**src/rtl/msva_pkg.sv**
```systemverilog
`default_nettype none

package msva_pkg;

    // field and datapath widths
    localparam int CRD_W      = 16;
    localparam int N_COORDS   = 9;
    localparam int COORDS_W   = N_COORDS * CRD_W;
    localparam int OPD_W      = 35;
    localparam int PRD_W      = 2 * OPD_W;
    localparam int TERM_W     = 53;
    localparam int LEN_W      = 68;
    localparam int ROOT_W     = LEN_W / 2;
    localparam int REM_W      = ROOT_W + 2;
    localparam int VOL_W      = 64;
    localparam int VOL_OUT_W  = 63;
    localparam int SURF_W     = 48;
    localparam int CNT_W      = 13;
    localparam int IN_W       = 144;
    localparam int OUT_W      = 128;

    // sequencer sizing
    localparam int STEP_W     = 4;
    localparam int SQRT_STEPS = ROOT_W;
    localparam int LOOP_W     = 6;

    typedef enum logic [3:0] {
        OP_AX, OP_AY, OP_AZ,
        OP_UX, OP_UY, OP_UZ,
        OP_VX, OP_VY, OP_VZ,
        OP_EX, OP_EY, OP_EZ
    } op_sel_t;

    typedef enum logic [1:0] {
        ACC_HOLD,
        ACC_LOAD,
        ACC_ADD,
        ACC_SUB
    } acc_op_t;

    typedef enum logic [2:0] {
        DST_NONE,
        DST_EX,
        DST_EY,
        DST_EZ,
        DST_TERM,
        DST_LEN2
    } dst_t;

    typedef enum logic [1:0] {
        SEQ_NEXT,
        SEQ_SQRT,
        SEQ_FINISH
    } seq_op_t;

    typedef struct packed {
        op_sel_t sel_a;
        op_sel_t sel_b;
        acc_op_t acc_op;
        dst_t    dst;
        seq_op_t seq_op;
    } ucw_t;

    typedef struct packed {
        logic busy;
        logic sqrt_en;
        logic finish;
        ucw_t word;
    } seq_ctl_t;

    // microprogram: multiply in step k, accumulate the registered product in
    // step k+1, store the old accumulator value into a destination register
    function automatic ucw_t ucode(input logic [STEP_W-1:0] step);
        ucw_t w;
        case (step)
            0:       w = '{OP_UY, OP_VZ, ACC_HOLD, DST_NONE, SEQ_NEXT};
            1:       w = '{OP_UZ, OP_VY, ACC_LOAD, DST_NONE, SEQ_NEXT};
            2:       w = '{OP_UZ, OP_VX, ACC_SUB,  DST_NONE, SEQ_NEXT};
            3:       w = '{OP_UX, OP_VZ, ACC_LOAD, DST_EX,   SEQ_NEXT};
            4:       w = '{OP_UX, OP_VY, ACC_SUB,  DST_NONE, SEQ_NEXT};
            5:       w = '{OP_UY, OP_VX, ACC_LOAD, DST_EY,   SEQ_NEXT};
            6:       w = '{OP_EX, OP_AX, ACC_SUB,  DST_NONE, SEQ_NEXT};
            7:       w = '{OP_EY, OP_AY, ACC_LOAD, DST_EZ,   SEQ_NEXT};
            8:       w = '{OP_EZ, OP_AZ, ACC_ADD,  DST_NONE, SEQ_NEXT};
            9:       w = '{OP_EX, OP_EX, ACC_ADD,  DST_NONE, SEQ_NEXT};
            10:      w = '{OP_EY, OP_EY, ACC_LOAD, DST_TERM, SEQ_NEXT};
            11:      w = '{OP_EZ, OP_EZ, ACC_ADD,  DST_NONE, SEQ_NEXT};
            12:      w = '{OP_EZ, OP_EZ, ACC_ADD,  DST_NONE, SEQ_NEXT};
            13:      w = '{OP_EZ, OP_EZ, ACC_HOLD, DST_LEN2, SEQ_NEXT};
            14:      w = '{OP_EZ, OP_EZ, ACC_HOLD, DST_NONE, SEQ_SQRT};
            15:      w = '{OP_EZ, OP_EZ, ACC_HOLD, DST_NONE, SEQ_FINISH};
            default: w = '{OP_EZ, OP_EZ, ACC_HOLD, DST_NONE, SEQ_FINISH};
        endcase
        return w;
    endfunction

endpackage

`default_nettype wire

```
**src/rtl/msva_datapath.sv**
```systemverilog
`default_nettype none

module msva_datapath #(
    parameter int COORD_BITS = 16
) (
    input  logic                                clk,
    input  logic                                start,
    input  logic [msva_pkg::COORDS_W-1:0]       coords,
    input  msva_pkg::seq_ctl_t                  ctl,
    output logic signed [msva_pkg::TERM_W-1:0]  term,
    output logic [msva_pkg::ROOT_W-1:0]         area2
);
    import msva_pkg::*;

    localparam int SHIFT = CRD_W - COORD_BITS;

    logic signed [OPD_W-1:0] pt     [N_COORDS];
    logic signed [OPD_W-1:0] a_reg  [3];
    logic signed [OPD_W-1:0] u_reg  [3];
    logic signed [OPD_W-1:0] v_reg  [3];
    logic signed [OPD_W-1:0] e_reg  [3];
    logic signed [OPD_W-1:0] op_a;
    logic signed [OPD_W-1:0] op_b;
    logic signed [PRD_W-1:0] prod_reg;
    logic signed [PRD_W-1:0] acc_reg;
    logic signed [PRD_W-1:0] acc_next;
    logic signed [TERM_W-1:0] term_reg;
    logic [LEN_W-1:0]        rad_reg;
    logic [REM_W-1:0]        rem_reg;
    logic [ROOT_W-1:0]       root_reg;
    logic [REM_W+1:0]        rem_sh;
    logic [REM_W+1:0]        trial;
    logic [REM_W+1:0]        diff;
    logic                    take;

    // keep the low coordinate bits as a two's complement value
    function automatic logic signed [OPD_W-1:0] sext_coord(input logic [CRD_W-1:0] raw);
        logic signed [CRD_W-1:0] sh;
        sh = $signed(raw << SHIFT) >>> SHIFT;
        return OPD_W'(sh);
    endfunction

    function automatic logic signed [OPD_W-1:0] pick(input op_sel_t sel);
        logic signed [OPD_W-1:0] r;
        case (sel)
            OP_AX:   r = a_reg[0];
            OP_AY:   r = a_reg[1];
            OP_AZ:   r = a_reg[2];
            OP_UX:   r = u_reg[0];
            OP_UY:   r = u_reg[1];
            OP_UZ:   r = u_reg[2];
            OP_VX:   r = v_reg[0];
            OP_VY:   r = v_reg[1];
            OP_VZ:   r = v_reg[2];
            OP_EX:   r = e_reg[0];
            OP_EY:   r = e_reg[1];
            OP_EZ:   r = e_reg[2];
            default: r = '0;
        endcase
        return r;
    endfunction

    always_comb
    begin
        for (int i = 0; i < N_COORDS; i++)
        begin
            pt[i] = sext_coord(coords[i*CRD_W +: CRD_W]);
        end
        op_a = pick(ctl.word.sel_a);
        op_b = pick(ctl.word.sel_b);

        case (ctl.word.acc_op)
            ACC_LOAD: acc_next = prod_reg;
            ACC_ADD:  acc_next = acc_reg + prod_reg;
            ACC_SUB:  acc_next = acc_reg - prod_reg;
            default:  acc_next = acc_reg;
        endcase

        // one root digit: bring down two radicand bits, try root*4+1
        rem_sh = {rem_reg, rad_reg[LEN_W-1 -: 2]};
        trial  = {2'b00, root_reg, 2'b01};
        diff   = rem_sh - trial;
        take   = (rem_sh >= trial);
    end

    always_ff @(posedge clk)
    begin
        if (start)
        begin
            for (int k = 0; k < 3; k++)
            begin
                a_reg[k] <= pt[k];
                u_reg[k] <= pt[3+k] - pt[k];
                v_reg[k] <= pt[6+k] - pt[k];
            end
        end

        prod_reg <= op_a * op_b;

        if (ctl.busy)
        begin
            acc_reg <= acc_next;
            case (ctl.word.dst)
                DST_EX:   e_reg[0] <= acc_reg[OPD_W-1:0];
                DST_EY:   e_reg[1] <= acc_reg[OPD_W-1:0];
                DST_EZ:   e_reg[2] <= acc_reg[OPD_W-1:0];
                DST_TERM: term_reg <= acc_reg[TERM_W-1:0];
                DST_LEN2:
                begin
                    rad_reg  <= acc_reg[LEN_W-1:0];
                    rem_reg  <= '0;
                    root_reg <= '0;
                end
                default:
                begin
                end
            endcase
        end

        if (ctl.sqrt_en)
        begin
            rad_reg  <= rad_reg << 2;
            rem_reg  <= take ? diff[REM_W-1:0] : rem_sh[REM_W-1:0];
            root_reg <= {root_reg[ROOT_W-2:0], take};
        end
    end

    assign term  = term_reg;
    assign area2 = root_reg;

endmodule

`default_nettype wire

```
**config.mk**
```make
export PLATFORM = sky130hd
export DESIGN_NAME = msva_datapath
export DESIGN_NICKNAME = d
export VERILOG_FILES = /design/src/rtl/msva_pkg.sv /design/src/rtl/msva_datapath.sv
export SDC_FILE = /design/constraint.sdc
export NUM_CORES = 2
export LEC_CHECK = 0
export ABC_AREA = 1
export BUFFER_PORTS_ARGS = -buffer_cell sky130_fd_sc_hd__buf_2
export CELL_PAD_IN_SITES_DETAIL_PLACEMENT = 1
export CELL_PAD_IN_SITES_GLOBAL_PLACEMENT = 1
export CORE_MARGIN = 4
export CORE_UTILIZATION = 25
export CTS_BUF_LIST = sky130_fd_sc_hd__clkbuf_4 sky130_fd_sc_hd__clkbuf_8 sky130_fd_sc_hd__clkbuf_16
export CTS_CLUSTER_SIZE = 25
export DETAILED_ROUTE_END_ITERATION = 10
export PLACE_DENSITY = 0.49
export SYNTH_ARGS = -nofsm -noshare
export SYNTH_HDL_FRONTEND = slang
export SYNTH_SLANG_ARGS = --single-unit
```
**constraint.sdc**
```tcl
create_clock -name clk -period 8.55 [get_ports clk]
set_input_delay 0 -clock clk [delete_from_list [all_inputs] [get_ports clk]]
set_output_delay 0 -clock clk [all_outputs]
set_load 0.03 [all_outputs]
```
==> summary.md <==
| Metric | Value |
|---|---|
| Max FO, Critical Path | `7` |
| Crit. End Element | `flip-flop` |
| TritonRoute pass-1 iters | `5` |
| CTS tree | `yes` |
| Mean post-synth cell area | `8.15 um2` |
| Post-synthesis mux area share | `0%` |
| Vias | `69.7k` |
| Crit start category | `flip-flop` |
| Synth Net Count | `11.9k` |
| Clk Latency, worst-skew pair | `0.69 ns` |
| Die area | `336000 um2` |
| Mapped cell area | `81600 um2` |
| Post-synthesis xor/xnor area fraction | `2.42%` |
| Most frequent cells in the layout | `inv_1 (2562), nand2_1 (2365), fa_1 (1270)` |
| Overall global routing resource usage | `20.8%` |
| DR iter-0 viols | `3730` |
| H-Tree Depth | `3` |
| Worst-case clock skew | `0.0253 ns` |
| Root Driver | `clkbuf_16` |
| Die W | `579 um` |
| Final hold vios | `0` |
| Share of layout cells above drive strength 1 | `13.3%` |
| Final Slew Violations | `0` |
| DP Wirelength | `299 mm` |
| Tightest Pin Transition | `1.06 ns` |
| # IOs | `251` |
| Antenna violations before repair | `29` |
| Clk sinks | `582` |
| Fmax | `120 MHz` |
| YS warnings | `0` |
| Most common cell after layout, fill and taps aside | `inv_1` |
| Mapped Cells | `10.0k` |
| Fin crit share | `97.6%` |
| Slowest CP cell | `fa_2` |
| Grt ovf | `0` |
| Syn-to-layout area delta | `22.3%` |
| Fin cells | `15.4k` |
| Tightest Hold Check Type | `in2reg` |
| Synth Area in Adders | `38.0%` |
| Compound-gate portion of the synthesized area | `8.03%` |
| Reg2Reg Setup Slack | `0.21 ns` |
| Yosys cell types | `57` |
| Worst Path Required | `9.11 ns` |
| Seq/Total Area, Yosys | `20.6%` |
| Fin nets | `12.9k` |
| Dpl cells | `15.0k` |
| Most numerous cell on the critical path | `fa_1` |
| Number of I/O port buffers | `247` |
| GPL Wtd Cong | `0.935` |
| Routed Wire Length | `351 mm` |
| CTS buffer count | `73` |
| CTS clk-pin slew, worst paths | `0.06 ns` |
| Yosys reg bits | `582` |
| Max incr delay on CP | `0.64 ns` |
| Main combinational cell family by area after synthesis | `adder cells` |
| Post-synth EDFFs | `512` |
| Max reg flops | `105` |
| Crit path kind | `reg2reg` |
| WP data arrival | `8.90 ns` |
| Synth Area in Simple Gates | `17.3%` |
| First-pass GRT wire length | `519 mm` |
| Largest net degree at the start of global routing | `91` |
| Num rows | `209` |
| Clk buf depth | `3` |
| DR DRC count | `0` |
| Antenna viol nets, final | `0` |
| Status | `finished, final reports clean` |
| Tmin final | `8.34 ns` |
| Vert. Die Dim | `579 um` |
| Vias per cell | `4.53` |
| DR WL/cell | `22.8 um` |
| Max Cap Viol | `0` |
| Ys async rst share | `0%` |
| Endpoints failing setup | `0` |
| RSZ-0062 raised after global routing | `yes` |
| Synth Flop Type | `edfxtp_1` |
| Starting density of the core | `25.1%` |
| Vias in the first global route | `78.6k` |
| Core ar. | `325000 um2` |
| Relative slew slack | `28.9%` |
-- area by class of cell --
class                      count  area (um2)
fill                       38500      225000
multi-input combinational   6534       55100
sequential                   582       16800
timing repair buffer        1212       10300
inverter                    2586        9710
tap                         4325        5410
clock buffer                  84        1970
clock inverter                49         513
antenna                        5        12.5
-- metal layers --
layer,routed length (um),vias up,track usage [%]
li1,-,32200,-
met1,159000,35900,28.0
met2,166000,1242,35.2
met3,15200,346,3.03
met4,9580,4,4.91
met5,26,-,0
-- repair_timing --
action | in CTS | in global routing
gates cloned | 0 | 5
endpoints found under the setup margin | 41 | 44
resized for setup | 23 | 254
endpoints found under the hold margin | 340 | 0
pin swaps | 5 | 68
hold buffers | 181 | 0
buffers inserted | 8 | 31
-- synthesized netlist by cell type, types with 36 or more instances --
| cell | instances | share of area [%] |
|---|---|---|
| xnor2_1 | 62 | 0.67 |
| a21oi_1 | 328 | 2.0 |
| inv_1 | 2575 | 12 |
| o21bai_1 | 36 | 0.33 |
| o22ai_1 | 82 | 0.63 |
| xor2_1 | 163 | 1.8 |
| nand3_1 | 281 | 1.7 |
| dfxtp_1 | 70 | 1.7 |
| edfxtp_1 | 512 | 19 |
| nand4_1 | 82 | 0.63 |
| nor3_1 | 40 | 0.25 |
| o21ai_0 | 384 | 2.4 |
| fa_1 | 1296 | 32 |
| clkbuf_1 | 101 | 0.46 |
| buf_2 | 202 | 1.2 |
| nand2_1 | 2391 | 11 |
| a221oi_1 | 91 | 0.98 |
| ha_1 | 404 | 6.2 |
| nor2_1 | 641 | 2.9 |
-- cell families after synthesis --
group,after synthesis
buffers and inverters,2896
adder cells (fa/ha/maj),1700
AND/OR/NAND/NOR,3529
flip-flops,582
XOR/XNOR,225
AO/OA/AOI/OAI,1080
-- critical path: cells and delay by family (launching register included) --
family	cells	cell delay [ns]
and+or+nand+nor	7	0.99
xor gates and xnor gates	1	0.20
DFF	1	0.48
buffers and inverters	10	1.20
AOI/OAI and AO/OA	5	0.92
adders and majority gates	9	4.42
-- metrics by stage --
stage / setup slack, ns / utilization (%) / TNS [ns] / hold WS, ns / instance area, um2
after detailed placement: -0.885 / 28.9 / -22.23 / 0.198 / 93700
after global routing: -0.0989 / 30.7 / -0.724 / 0.0370 / 99700
after floorplan: 0.566 / - / 0 / 0.0989 / 81600
after CTS: -0.0853 / 30.3 / -0.0853 / 0.00173 / 98200
after global placement: -1.02 / 28.9 / -27.74 / 0.201 / 93700
final: 0.209 / 30.7 / 0 / 0.0447 / 99700
-- path summary, 6_finish.rpt --
path / startpoint / cells after the start / end
worst min register to register: rad_reg[1]$_SDFFE_PP0P_ / 2 / rad_reg[1]$_SDFFE_PP0P_
worst max-delay path: u_reg[0][69]$_DFFE_PP_ / 32 / prod_reg[43]$_DFF_P_
worst max register to register: u_reg[0][69]$_DFFE_PP_ / 32 / prod_reg[43]$_DFF_P_
worst min-delay path: coords[62] / 4 / u_reg[0][14]$_DFFE_PP_
Power is left out: the tool's default activity adds up to more than one toggle a clock period on the data nets, which glitch-free logic cannot reach.
