===== src/rtl/msva_pkg.sv =====
`default_nettype none

package msva_pkg;

    // field and datapath widths
    localparam int CRD_W      = 16;
    localparam int N_COORDS   = 9;
    localparam int COORDS_W   = N_COORDS * CRD_W;
    localparam int OPD_W      = 35;
    localparam int PRD_W      = 2 * OPD_W;
    localparam int TERM_W     = 53;
    localparam int LEN_W      = 68;
    localparam int ROOT_W     = LEN_W / 2;
    localparam int REM_W      = ROOT_W + 2;
    localparam int VOL_W      = 64;
    localparam int VOL_OUT_W  = 63;
    localparam int SURF_W     = 48;
    localparam int CNT_W      = 13;
    localparam int IN_W       = 144;
    localparam int OUT_W      = 128;

    // sequencer sizing
    localparam int STEP_W     = 4;
    localparam int SQRT_STEPS = ROOT_W;
    localparam int LOOP_W     = 6;

    typedef enum logic [3:0] {
        OP_AX, OP_AY, OP_AZ,
        OP_UX, OP_UY, OP_UZ,
        OP_VX, OP_VY, OP_VZ,
        OP_EX, OP_EY, OP_EZ
    } op_sel_t;

    typedef enum logic [1:0] {
        ACC_HOLD,
        ACC_LOAD,
        ACC_ADD,
        ACC_SUB
    } acc_op_t;

    typedef enum logic [2:0] {
        DST_NONE,
        DST_EX,
        DST_EY,
        DST_EZ,
        DST_TERM,
        DST_LEN2
    } dst_t;

    typedef enum logic [1:0] {
        SEQ_NEXT,
        SEQ_SQRT,
        SEQ_FINISH
    } seq_op_t;

    typedef struct packed {
        op_sel_t sel_a;
        op_sel_t sel_b;
        acc_op_t acc_op;
        dst_t    dst;
        seq_op_t seq_op;
    } ucw_t;

    typedef struct packed {
        logic busy;
        logic sqrt_en;
        logic finish;
        ucw_t word;
    } seq_ctl_t;

    // microprogram: multiply in step k, accumulate the registered product in
    // step k+1, store the old accumulator value into a destination register
    function automatic ucw_t ucode(input logic [STEP_W-1:0] step);
        ucw_t w;
        case (step)
            0:       w = '{OP_UY, OP_VZ, ACC_HOLD, DST_NONE, SEQ_NEXT};
            1:       w = '{OP_UZ, OP_VY, ACC_LOAD, DST_NONE, SEQ_NEXT};
            2:       w = '{OP_UZ, OP_VX, ACC_SUB,  DST_NONE, SEQ_NEXT};
            3:       w = '{OP_UX, OP_VZ, ACC_LOAD, DST_EX,   SEQ_NEXT};
            4:       w = '{OP_UX, OP_VY, ACC_SUB,  DST_NONE, SEQ_NEXT};
            5:       w = '{OP_UY, OP_VX, ACC_LOAD, DST_EY,   SEQ_NEXT};
            6:       w = '{OP_EX, OP_AX, ACC_SUB,  DST_NONE, SEQ_NEXT};
            7:       w = '{OP_EY, OP_AY, ACC_LOAD, DST_EZ,   SEQ_NEXT};
            8:       w = '{OP_EZ, OP_AZ, ACC_ADD,  DST_NONE, SEQ_NEXT};
            9:       w = '{OP_EX, OP_EX, ACC_ADD,  DST_NONE, SEQ_NEXT};
            10:      w = '{OP_EY, OP_EY, ACC_LOAD, DST_TERM, SEQ_NEXT};
            11:      w = '{OP_EZ, OP_EZ, ACC_ADD,  DST_NONE, SEQ_NEXT};
            12:      w = '{OP_EZ, OP_EZ, ACC_ADD,  DST_NONE, SEQ_NEXT};
            13:      w = '{OP_EZ, OP_EZ, ACC_HOLD, DST_LEN2, SEQ_NEXT};
            14:      w = '{OP_EZ, OP_EZ, ACC_HOLD, DST_NONE, SEQ_SQRT};
            15:      w = '{OP_EZ, OP_EZ, ACC_HOLD, DST_NONE, SEQ_FINISH};
            default: w = '{OP_EZ, OP_EZ, ACC_HOLD, DST_NONE, SEQ_FINISH};
        endcase
        return w;
    endfunction

endpackage

`default_nettype wire


===== src/rtl/msva_sequencer.sv =====
`default_nettype none

module msva_sequencer (
    input  logic               clk,
    input  logic               rst_n,
    input  logic               start,
    input  logic               finish_ok,
    output msva_pkg::seq_ctl_t ctl
);
    import msva_pkg::*;

    logic              busy_reg;
    logic              busy_next;
    logic [STEP_W-1:0] step_reg;
    logic [STEP_W-1:0] step_next;
    logic [LOOP_W-1:0] loop_reg;
    logic [LOOP_W-1:0] loop_next;
    ucw_t              word;

    always_comb
    begin
        word        = ucode(step_reg);
        ctl.busy    = busy_reg;
        ctl.word    = word;
        ctl.sqrt_en = busy_reg && (word.seq_op == SEQ_SQRT);
        ctl.finish  = busy_reg && (word.seq_op == SEQ_FINISH) && finish_ok;

        busy_next = busy_reg;
        step_next = step_reg;
        loop_next = loop_reg;
        if (!busy_reg)
        begin
            if (start)
            begin
                busy_next = 1'b1;
                step_next = '0;
                loop_next = '0;
            end
        end
        else
        begin
            case (word.seq_op)
                SEQ_NEXT:
                begin
                    step_next = STEP_W'(step_reg + 1'b1);
                end
                SEQ_SQRT:
                begin
                    // stay on this step until every root digit is done
                    if (loop_reg == LOOP_W'(SQRT_STEPS - 1))
                    begin
                        step_next = STEP_W'(step_reg + 1'b1);
                        loop_next = '0;
                    end
                    else
                    begin
                        loop_next = LOOP_W'(loop_reg + 1'b1);
                    end
                end
                SEQ_FINISH:
                begin
                    if (finish_ok)
                    begin
                        busy_next = 1'b0;
                    end
                end
                default:
                begin
                    busy_next = 1'b0;
                end
            endcase
        end
    end

    always_ff @(posedge clk or negedge rst_n)
    begin
        if (!rst_n)
        begin
            busy_reg <= 1'b0;
            step_reg <= '0;
            loop_reg <= '0;
        end
        else
        begin
            busy_reg <= busy_next;
            step_reg <= step_next;
            loop_reg <= loop_next;
        end
    end

endmodule

`default_nettype wire


===== config.mk =====
export PLATFORM = sky130hd
export DESIGN_NAME = msva_sequencer
export DESIGN_NICKNAME = d
export VERILOG_FILES = /design/src/rtl/msva_pkg.sv /design/src/rtl/msva_sequencer.sv
export SDC_FILE = /design/constraint.sdc
export NUM_CORES = 1
export LEC_CHECK = 0
export ABC_CLOCK_PERIOD_IN_PS = 2150
export BUFFER_PORTS_ARGS = -buffer_cell sky130_fd_sc_hd__buf_2
export CORE_MARGIN = 4
export CORE_UTILIZATION = 52
export DETAILED_ROUTE_END_ITERATION = 16
export GPL_TIMING_DRIVEN = 0
export HOLD_SLACK_MARGIN = 0.03
export PLACE_DENSITY = 0.77
export SYNTH_ARGS = -nofsm -noshare
export SYNTH_HDL_FRONTEND = slang
export SYNTH_SLANG_ARGS = --single-unit

===== constraint.sdc =====
create_clock -name clk -period 2.15 [get_ports clk]
set_clock_uncertainty 0.05 [all_clocks]
set_input_delay 0.1075 -clock clk [delete_from_list [all_inputs] [get_ports clk]]
set_output_delay 0.1075 -clock clk [all_outputs]
set_load 0.01 [all_outputs]

==> summary.md, run 1 <==
| Metric | Value |
|---|---|
| Run status | `completed` |
| Initial antenna violation count | `0` |
| First-pass GRT wire length | `just under 4 mm` |
| Count leader, synth | `nand2_1` |
| Clk buf depth | `2` |
| GRT Overall Usage | `about 20%` |
| #FFs+latches synth | `11` |
| Vias per inst | `between 5 and 6` |
| Slowest CP cell | `dfrtp_2` |
| Critical path origin | `step_reg[0]$_DFFE_PN0P_` |
| Antenna viol nets, final | `0` |
| Vias in the first global route | `between 800 and 900` |
| Post-synth top area share | `roughly 29%` |
| PortBufs | `21` |
| Diode count | `0` |
| Via count | `929` |
| Clock power frac | `7.5%` |
| P&R area growth vs syn | `22.72%` |
| Final setup viols | `0` |
| Largest net degree at the start of global routing | `12` |
| Nets@finish | `between 150 and 200` |
| Async SR Flop Fraction | `between 90% and 100%` |
| Grt ovf | `0` |
| DIE AREA | `2594 µm²` |
| CTS H-tree lvls | `1` |
| Final min period | `around 2.0 ns` |
| Die Wd | `50.93 µm` |
| Flop pwr share | `a little over a fifth` |
| Final RePlAce weighted congestion | `between 0.8 and 0.9` |
| Internal | `around 0.001 W` |
| Clock slew at reported path FFs | `~0.08 ns` |
| Number of flip-flops under the largest register name | `6` |
| Crit path cell chain | `ha_1, ha_1, nand2b_4, or2_2, buf_6, inv_2, buf_2` |
| IO Pins | `22` |
| Crit Path Category | `flip-flop to output pin` |
| Number of distinct library cells after synthesis | `36` |
| Detailed Route WL | `around 2.2 mm` |
| Post-synth top area cell | `dfrtp_1` |
| PwrDens | `~1600 nW/µm²` |
| Cell mode on critical path | `ha_1` |
| FP Rows | `15` |
| Least-Margin Pin Slew | `a little under 0.5 ns` |
| Slew Limit Fails | `0` |
| EDFF count, synth | `0` |
| Net switching power | `slightly above 0.0009 W` |
| Syn avg cell area | `8.262 µm²` |
| Clk sinks | `11` |
| Final worst slack | `0.1010 ns` |
| CTS tree | `built` |
| Post-Syn Nets | `about 130` |
| Comb pwr share | `around 71%` |
| Most frequent cells after synthesis | `nand2_1 (13), dfrtp_1 (11), inv_1 (10), nor2_1 (10)` |
| Total power | `just under 0.002 W` |
| Max-Cap Viols | `0` |
| RSZ-0062 raised after global routing | `no` |
| Area of the mapped netlist | `958.4 µm²` |
| Hold WC Path Type | `input port to flip-flop` |
| Leak | `about 0.58 nW` |
| Hold Violations, Final | `0` |
| Slew HR | `about 67%` |
| Synth top area cells | `dfrtp_1 (29%), ha_1 (12%), nand2_1 (5.1%), nand3_1 (4.7%), a21oi_1 (4.2%)` |
| Worst-Skew Late Latency | `between 0.2 and 0.3 ns` |
| Sw Share | `between 40% and 50%` |
| Final Non-Filler Cells | `~170` |
| Initial core utilization | `a little over half` |
| Reg2reg start | `step_reg[0]$_DFFE_PN0P_` |
| Drt initial violations | `19` |
| Max Clk Rate | `~0.49 GHz` |
| Detailed Place HPWL | `around 1.6 mm` |
| Core footprint | `around 1700 µm²` |
| Crit path DAT | `approximately 1.9 ns` |
| TritonRoute pass-1 iters | `4` |
| CTS buffer count | `3` |
| Dpl cells | `162` |
| Final period util | `between 90% and 100%` |
| HP Start | `start` |
| Die Span Y | `~51 µm` |
| Maximum vdd drop | `909.5 µV` |
| Crit Path Max Fanout | `9` |
| Crit. End Element | `output pin` |
| Number of remaining DRC errors | `0` |
| Mapped Cells | `about 120` |
| Min Hold Slack | `between 0.15 and 0.2 ns` |
| CP required | `slightly below 2 ns` |
| Nature of the critical path startpoint | `flip-flop` |
| Dpl ws | `0.09973 ns` |
| Sum of negative setup slack | `0 ns` |
| Main flop type after synthesis | `dfrtp_1` |
| Fraction of the yosys area taken by sequential cells | `28.72%` |
| Synthesis Warnings | `0` |
| Max stage delay on crit path | `0.43 ns` |
| WL per Instance | `12.55 µm` |
| Clock root cell | `clkbuf_4` |
| Layout cell share with drive strength beyond 1 | `between 30 and 40%` |
## power groups by stage
stage | sequential (W) | combinational (W) | clock, W
after floorplan | 0.000411 | 0.000939 | 0
after global placement | 0.000439 | 0.00126 | 0
after detailed placement | 0.000442 | 0.00129 | 0
after CTS | 0.000409 | 0.00139 | 0.000153
after global routing | 0.000428 | 0.00155 | 0.000161
final | 0.000409 | 0.00139 | 0.000146
## cell families (layout without fill, tap and decap cells)
family | count (synthesis) | after routing | synth area share, %
mux | 2 | 2 | 2.089
compound gates | 26 | 26 | 18.02
xor+xnor | 2 | 2 | 1.828
buf+inv | 17 | 48 | 9.400
simple gates | 49 | 49 | 28.20
flops | 11 | 11 | 28.72
fa+ha+maj | 9 | 9 | 11.75
## final cells by class
class | count | area [µm²]
Fill cell | 162 | 569.3
Buffer | 7 | 52.55
Sequential cell | 11 | 277.8
Timing Repair Buffer | 27 | 155.1
Tap cell | 25 | 31.28
Multi-Input combinational cell | 88 | 595.6
Inverter | 10 | 37.54
Clock buffer | 4 | 26.28
## placed cells by master (no fill, tap or decap), types with 2 or more instances in the layout
cell type      count
nor2b_1            5
dfrtp_2            2
buf_4              7
inv_1              9
buf_2             21
buf_6              2
nand2_1           13
ha_1               8
a211oi_1           2
nand3_1            9
o21ai_0            5
dfrtp_1            9
nor2_1            10
a21oi_1            8
dlygate4sd3_1      2
clkbuf_1           3
clkbuf_4           3
or2_2              3
mux2i_1            2
a22o_1             2
## metal layers
layer	vias to the layer above	share of wire, %	GRT usage, %
li1	464	-	-
met4	0	1.5	8.072
met3	4	4.4	2.624
met5	-	0	0
met2	31	50	34.33
met1	430	44	23.86
## worst max-delay path, delay by kind of cell, from the launching register on
kind	cells	cell delay, ns
DFF	1	0.43
buffers and inverters	3	0.35
and+or+nand+nor	2	0.42
adders and majority gates	2	0.42
## per-stage QoR
step                cell area, µm²  util [%]
global route                  1176     67.38
floorplan                    958.4         -
global placement              1095     62.72
CTS                           1176     67.38
finish                        1176     67.38
detailed placement            1095     62.72
## worst paths after layout
path | endpoint | slack, ns | cells past startpoint
worst min-delay path | loop_reg[2]$_DFFE_PN0P_ | 0.16 | 4
min in group asynchronous | loop_reg[3]$_DFFE_PN0P_ | 0.18 | 2
worst min register to register | loop_reg[5]$_DFFE_PN0P_ | 0.49 | 1
max in group asynchronous | step_reg[1]$_DFFE_PN0P_ | 1.63 | 2
worst max register to register | step_reg[1]$_DFFE_PN0P_ | 0.21 | 6
worst max-delay path | ctl[16] | 0.10 | 7
## what timing repair did
item / in CTS / in global routing
hold buffers: 2 / 0
setup buffers: 4 / 0
resized for setup: 3 / 1
hold endpoints to repair: 12 / 0
pin swaps: 0 / 0
setup endpoints to repair: 1 / 1
Power figures use the tool's default switching activity.
==> run 2: changes to the inputs <==
--- a/config.mk
+++ b/config.mk
@@ -11,5 +11,4 @@
 export CORE_UTILIZATION = 52
 export DETAILED_ROUTE_END_ITERATION = 16
-export GPL_TIMING_DRIVEN = 0
 export HOLD_SLACK_MARGIN = 0.03
 export PLACE_DENSITY = 0.77
--- a/constraint.sdc
+++ b/constraint.sdc
@@ -3,3 +3,3 @@
 set_input_delay 0.1075 -clock clk [delete_from_list [all_inputs] [get_ports clk]]
 set_output_delay 0.1075 -clock clk [all_outputs]
-set_load 0.01 [all_outputs]
+set_load 0.1 [all_outputs]
==> run 2 against run 1 <==
Compared with the run above: fmax is 0.89% lower; register-to-register slack got worse by 0.03 ns; critical path depth is 1 higher; first-iteration DRC count increased by 47%; utilization grew 7.5 points; die area unchanged; cell count decreased by 3.5%; cell area is 11% higher; routed wire length up 6.9%; hold slack worse by 0.0091 ns; highest routed layer unchanged.
==> summary.md, run 2 (synthesis gave the netlist of run 1 again) <==
| Metric | Value |
|---|---|
| Cell family with most CP delay | `buffers and inverters` |
| Initial core utilization | `54.91% (unchanged)` |
| DIE AREA | `2594 µm² (unchanged)` |
| Worst-Skew Late Latency | `0.28 ns (about the same)` |
| Clk buf depth | `2 (unchanged)` |
| Max stage delay on crit path | `0.40 ns (-0.03 ns)` |
| CP required | `1.99 ns (about the same)` |
| Max Clk Rate | `0.4837 GHz (-0.89%)` |
| Most Crowded Layer GR | `met2` |
| P&R area growth vs syn | `36.42%` |
| Via count | `937 (+0.86%)` |
| RSZ-0062 raised after global routing | `no` |
| Worst path bufs/invs | `3 (unchanged)` |
| Final setup viols | `0 (unchanged)` |
| Final Non-Filler Cells | `166 (-3.5%)` |
| TritonRoute pass-1 iters | `4 (unchanged)` |
| Final Core Density | `74.91% (+7.5 points)` |
| Antenna viol nets, final | `0 (unchanged)` |
| Slew HR | `67.52% (+0.29 points)` |
| Final RePlAce weighted congestion | `0.8240 (-4.0%)` |
| Slowest CP cell | `dfrtp_2` |
| Initial antenna violation count | `0 (unchanged)` |
| Drt initial violations | `28 (+9)` |
| CTS tree | `built` |
| Filler Cells Inserted | `130 (-20%)` |
| Detailed Place HPWL | `1.686 mm (+4.5%)` |
| Crit Path Max Fanout | `7 (-2)` |
| Detailed Route WL | `2.307 mm (+6.9%)` |
| First-pass GRT wire length | `3.939 mm (+1.4%)` |
| FP Rows | `15 (unchanged)` |
| Core footprint | `1745 µm² (unchanged)` |
| Max-Cap Viols | `0 (unchanged)` |
| Clk sinks | `11 (unchanged)` |
| Grt ovf | `0 (unchanged)` |
| Nets@finish | `155 (-3.7%)` |
| IO Pins | `22 (unchanged)` |
| Dpl cells | `158 (-2.5%)` |
| Die Span Y | `50.93 µm (unchanged)` |
| Final period util | `96.15% (+0.85 points)` |
| Crit. End Element | `output pin` |
| Least-Margin Pin Slew | `0.4906 ns (-0.0009328 ns)` |
| Min Hold Slack | `0.1476 ns (-0.009059 ns)` |
| Slew Limit Fails | `0 (unchanged)` |
| Diode count | `0 (unchanged)` |
| PortBufs | `21 (unchanged)` |
| Run status | `completed` |
| CTS buffer count | `3 (unchanged)` |
| Met2 Use GR | `33.26% (-1.1 points)` |
| Most frequent cells in the layout | `nand2_1 (13), buf_2 (13), nand3_1 (9)` |
| Crit path DAT | `1.91 ns (+0.02 ns)` |
| Clock slew at reported path FFs | `0.07 ns (about the same)` |
| Layout cell share with drive strength beyond 1 | `43.26% (+12 points)` |
| M1 GR Usage | `23.45% (-0.41 points)` |
| Sum of negative setup slack | `0 ns (unchanged)` |
| Vias in the first global route | `900 (+3.7%)` |
| Nature of the critical path startpoint | `flip-flop` |
| Die Wd | `50.93 µm (unchanged)` |
| Largest net degree at the start of global routing | `19 (+7)` |
| CTS H-tree lvls | `1 (unchanged)` |
| Number of remaining DRC errors | `0 (unchanged)` |
| Hold WC Path Type | `input port to flip-flop` |
| Number of flip-flops under the largest register name | `6 (unchanged)` |
| Hold Violations, Final | `0 (unchanged)` |
| GRT Overall Usage | `20.50% (+0.91 points)` |
| Vias per inst | `5.645 (+4.5%)` |
| WL per Instance | `13.90 µm (+11%)` |
| Clock root cell | `clkbuf_4` |
| Crit Path Category | `flip-flop to output pin` |
| Final min period | `2.067 ns (+0.01837 ns)` |
| Grt met3 use | `4.665% (+2.0 points)` |
| Crit path cell chain | `buf_4, inv_2, ha_4, nor2_1, a21oi_2, nor2_1, a21oi_2, buf_12` |
-- run 2: changes by cell type in the layout (fill, tap and decap cells not counted), moves of 3 or more --
cell,previous run,this run
a21oi_1,8,4
a21oi_2,0,4
buf_12,0,6
buf_2,21,13
inv_1,9,6
nor2_1,10,5
nor2_2,0,4
-- run 2: final cells by class --
type | instances | area, µm² | share of cell area, %
tap | 25 | 31.28 | 2.392
clock buffer | 4 | 26.28 | 2.010
sequential | 11 | 279.0 | 21.34
inverter | 10 | 45.04 | 3.445
multi-input combinational | 88 | 668.1 | 51.10
timing repair buffer | 28 | 257.7 | 19.71
-- run 2: tightest hold or removal path: cells and delay by family --
family	cells	cell delay, ns
buffers and inverters	2	0.16
AO/OA/AOI/OAI	1	0.10
AND/OR/NAND/NOR	1	0.08
-- run 2: timing repair --
action                                  in CTS  in global routing
endpoints found under the setup margin       4                  6
hold buffers                                 2                  0
gates resized for setup                      4                  7
gates cloned                                 0                  0
setup buffers                                2                  0
pin swaps                                    0                  0
endpoints found under the hold margin       12                  0
-- run 2: path summary, 6_finish.rpt --
| check | start | endpoint | slack [ns] | depth (start not counted) |
|---|---|---|---|---|
| max | step_reg[1]$_DFFE_PN0P_ | ctl[8] | 0.08 | 8 |
| min | start | loop_reg[2]$_DFFE_PN0P_ | 0.15 | 4 |
| max reg2reg | step_reg[0]$_DFFE_PN0P_ | step_reg[1]$_DFFE_PN0P_ | 0.18 | 6 |
| min reg2reg | loop_reg[5]$_DFFE_PN0P_ | loop_reg[5]$_DFFE_PN0P_ | 0.51 | 1 |
| max in group asynchronous | rst_n | step_reg[3]$_DFFE_PN0P_ | 1.64 | 2 |
| min in group asynchronous | rst_n | step_reg[1]$_DFFE_PN0P_ | 0.18 | 2 |
-- run 2: per-stage QoR --
stage / area (µm²) / setup WS (ns)
final: 1308 / 0.08267
after global routing: 1308 / 0.001039
after CTS: 1295 / 0.03936
after detailed placement: 1215 / 0.1441
after global placement: 1215 / 0.1982
after floorplan: 1018 / -0.2519
-- run 2: metal layers --
layer / up-vias / routed length (µm)
li1: 457 / -
met1: 441 / 992
met2: 28 / 1098
met3: 11 / 110
met4: 0 / 106
met5: - / 0
Power of run 2 is not shown: default switching activity piles up to over one toggle a cycle in this logic, so the estimate is an artifact.
==> run 3: changes to the inputs <==
- CELL_PAD_IN_SITES_DETAIL_PLACEMENT: unset -> 0
- CELL_PAD_IN_SITES_GLOBAL_PLACEMENT: unset -> 1
- CORE_MARGIN: 4 -> unset
- CORE_UTILIZATION: 52 -> 38
- PLACE_DENSITY: 0.77 -> unset
- PLACE_DENSITY_LB_ADDON: unset -> 0.1
- REMOVE_ABC_BUFFERS: unset -> 1
==> run 3 against run 2 <==
Compared with the run above: register-to-register slack barely moved; count of clock-buffer cells in the layout is the same; highest routed layer unchanged; largest cell class unchanged; first-iteration DRC count is 18% lower; hold slack got worse by 0.00061 ns.
==> summary.md, run 3 (synthesis gave the netlist of run 1 again) <==
| Metric | Value |
|---|---|
| Cell family with most CP delay | `flip-flops` |
| Nature of the critical path startpoint | `flip-flop` |
| RSZ-0062 raised after global routing | `no` |
| Met2 wire length | `875 µm (-20%)` |
| Final min period | `2.065 ns (-0.002476 ns)` |
| Clock root cell | `clkbuf_4` |
| Detailed Place HPWL | `1.529 mm (-9.3%)` |
| Reg2reg setup slack | `0.19 ns (about the same)` |
| Sum of negative setup slack | `0 ns (unchanged)` |
| Worst-Skew Late Latency | `0.27 ns (about the same)` |
| Diode count | `0 (unchanged)` |
| CP required | `1.99 ns (about the same)` |
| Clock slew at reported path FFs | `0.07 ns (about the same)` |
| CP Capture Point | `ctl[10]` |
| WL per Instance | `12.35 µm (-11%)` |
| Least-Margin Pin Slew | `0.4872 ns (-0.003453 ns)` |
| R2R depth | `6 (unchanged)` |
| Crit Path Category | `flip-flop to output pin` |
| Nets@finish | `155 (unchanged)` |
| First-pass GRT wire length | `3.622 mm (-8.0%)` |
| GRT Overall Usage | `18.24% (-2.3 points)` |
| Final period util | `96.04% (-0.12 points)` |
| Total length of routed met3 wires | `97 µm (-12%)` |
| Number of flip-flops under the largest register name | `6 (unchanged)` |
| Min Hold Slack | `0.1470 ns (-0.0006100 ns)` |
| Number of remaining DRC errors | `0 (unchanged)` |
| Drt initial violations | `23 (-18%)` |
| CTS buffer count | `3 (unchanged)` |
| Max Clk Rate | `0.4843 GHz (+0.12%)` |
| Critical path origin | `step_reg[1]$_DFFE_PN0P_` |
| Slowest CP cell | `dfrtp_2` |
| Worst path bufs/invs | `2 (-1)` |
| Die Span Y | `52.22 µm (+2.5%)` |
| Run status | `completed` |
| Detailed Route WL | `2.087 mm (-9.5%)` |
| Initial core utilization | `41.72% (-13 points)` |
| Initial antenna violation count | `0 (unchanged)` |
| Post-DP Area | `1151 µm² (-5.3%)` |
| Slew HR | `67.75% (+0.23 points)` |
| HP Start | `start` |
| Crit path cell chain | `inv_2, ha_2, or3_1, o21ai_0, bufbuf_16` |
| Filler Cells Inserted | `212 (+63%)` |
| Vias in the first global route | `795 (-12%)` |
| R2R Path End | `step_reg[1]$_DFFE_PN0P_` |
| TritonRoute pass-1 iters | `4 (unchanged)` |
| Via count | `897 (-4.3%)` |
| Top routing layer used | `met4` |
| Hold WC Path Type | `input port to flip-flop` |
| Commonest non-fill, non-tap cell in the layout | `buf_2` |
| Hold Violations, Final | `0 (unchanged)` |
| Final setup viols | `0 (unchanged)` |
| Layout cell share with drive strength beyond 1 | `33.33% (-9.9 points)` |
| Max stage delay on crit path | `0.47 ns (+0.07 ns)` |
| Max-Cap Viols | `0 (unchanged)` |
| Crit. End Element | `output pin` |
| Final RePlAce weighted congestion | `0.8008 (-2.8%)` |
| CTS tree | `built` |
| IO Pins | `22 (unchanged)` |
| Clk sinks | `11 (unchanged)` |
| Die Wd | `52.22 µm (+2.5%)` |
| Reg2reg start | `step_reg[1]$_DFFE_PN0P_` |
| P&R area growth vs syn | `28.59%` |
| Grt ovf | `0 (unchanged)` |
| FP Rows | `17 (+2)` |
| Crit Path Max Fanout | `7 (unchanged)` |
| Vias per inst | `5.308 (-6.0%)` |
| Core footprint | `2297 µm² (+32%)` |
| Met1 WL | `1.106 mm (+11%)` |
| CTS H-tree lvls | `1 (unchanged)` |
| Finished Cell Area | `1232 µm² (-5.7%)` |
| Crit path DAT | `1.91 ns (about the same)` |
| Largest net degree at the start of global routing | `19 (unchanged)` |
| Critical path depth | `5 (-3)` |
| Slew Limit Fails | `0 (unchanged)` |
| DIE AREA | `2727 µm² (+5.1%)` |
| Antenna viol nets, final | `0 (unchanged)` |
| PortBufs | `21 (unchanged)` |
| Most frequent cells in the layout | `buf_2 (16), nand2_1 (13), nor2_1 (10)` |
| Clk buf depth | `2 (unchanged)` |
## run 3: layout make-up
class | instances | area, µm² | share of cell area [%]
inverter | 10 | 37.54 | 3.046
timing repair buffer | 28 | 250.2 | 20.30
clock buffer | 4 | 26.28 | 2.132
multi-input combinational | 88 | 604.3 | 49.04
sequential | 11 | 279.0 | 22.64
tap | 28 | 35.03 | 2.843
## run 3: routing by layer
layer	vias to the layer above	global-route usage [%]
met1	416	25.36
li1	458	-
met5	-	0
met2	21	26.71
met4	0	5.263
met3	2	6.087
## run 3: what timing repair did
item,CTS,global route
setup endpoints to repair,2,4
hold buffers,2,0
endpoints found under the hold margin,12,0
buffers inserted,0,1
gates resized for setup,3,8
## run 3: per-stage QoR
| stage | utilization, % | instances | setup WS (ns) |
|---|---|---|---|
| 2_1_floorplan | - | 109 | -1.088 |
| 3_3_place_gp | 50.11 | 162 | 0.2195 |
| 3_5_place_dp | 50.11 | 162 | 0.1783 |
| 4_1_cts | 52.29 | 168 | 0.007430 |
| 5_1_grt | 53.65 | 169 | 0.007137 |
| 6_report | 53.65 | 169 | 0.08514 |
## run 3: how the worst min path moves through the flow
stage	cells past startpoint	end
after floorplan	0	busy_reg$_DFF_PN0_
after global placement	1	loop_reg[3]$_DFFE_PN0P_
after detailed placement	1	loop_reg[4]$_DFFE_PN0P_
after CTS	4	loop_reg[2]$_DFFE_PN0P_
after global routing	4	loop_reg[2]$_DFFE_PN0P_
final	4	loop_reg[2]$_DFFE_PN0P_
## run 3: worst reg2reg max path: cells and delay by family (launching register included)
kind	cells	cell delay [ns]
and+or+nand+nor	2	0.33
AOI/OAI and AO/OA	2	0.58
adders and majority gates	2	0.42
DFF	1	0.47
Power of run 3 is left out for the same reason.
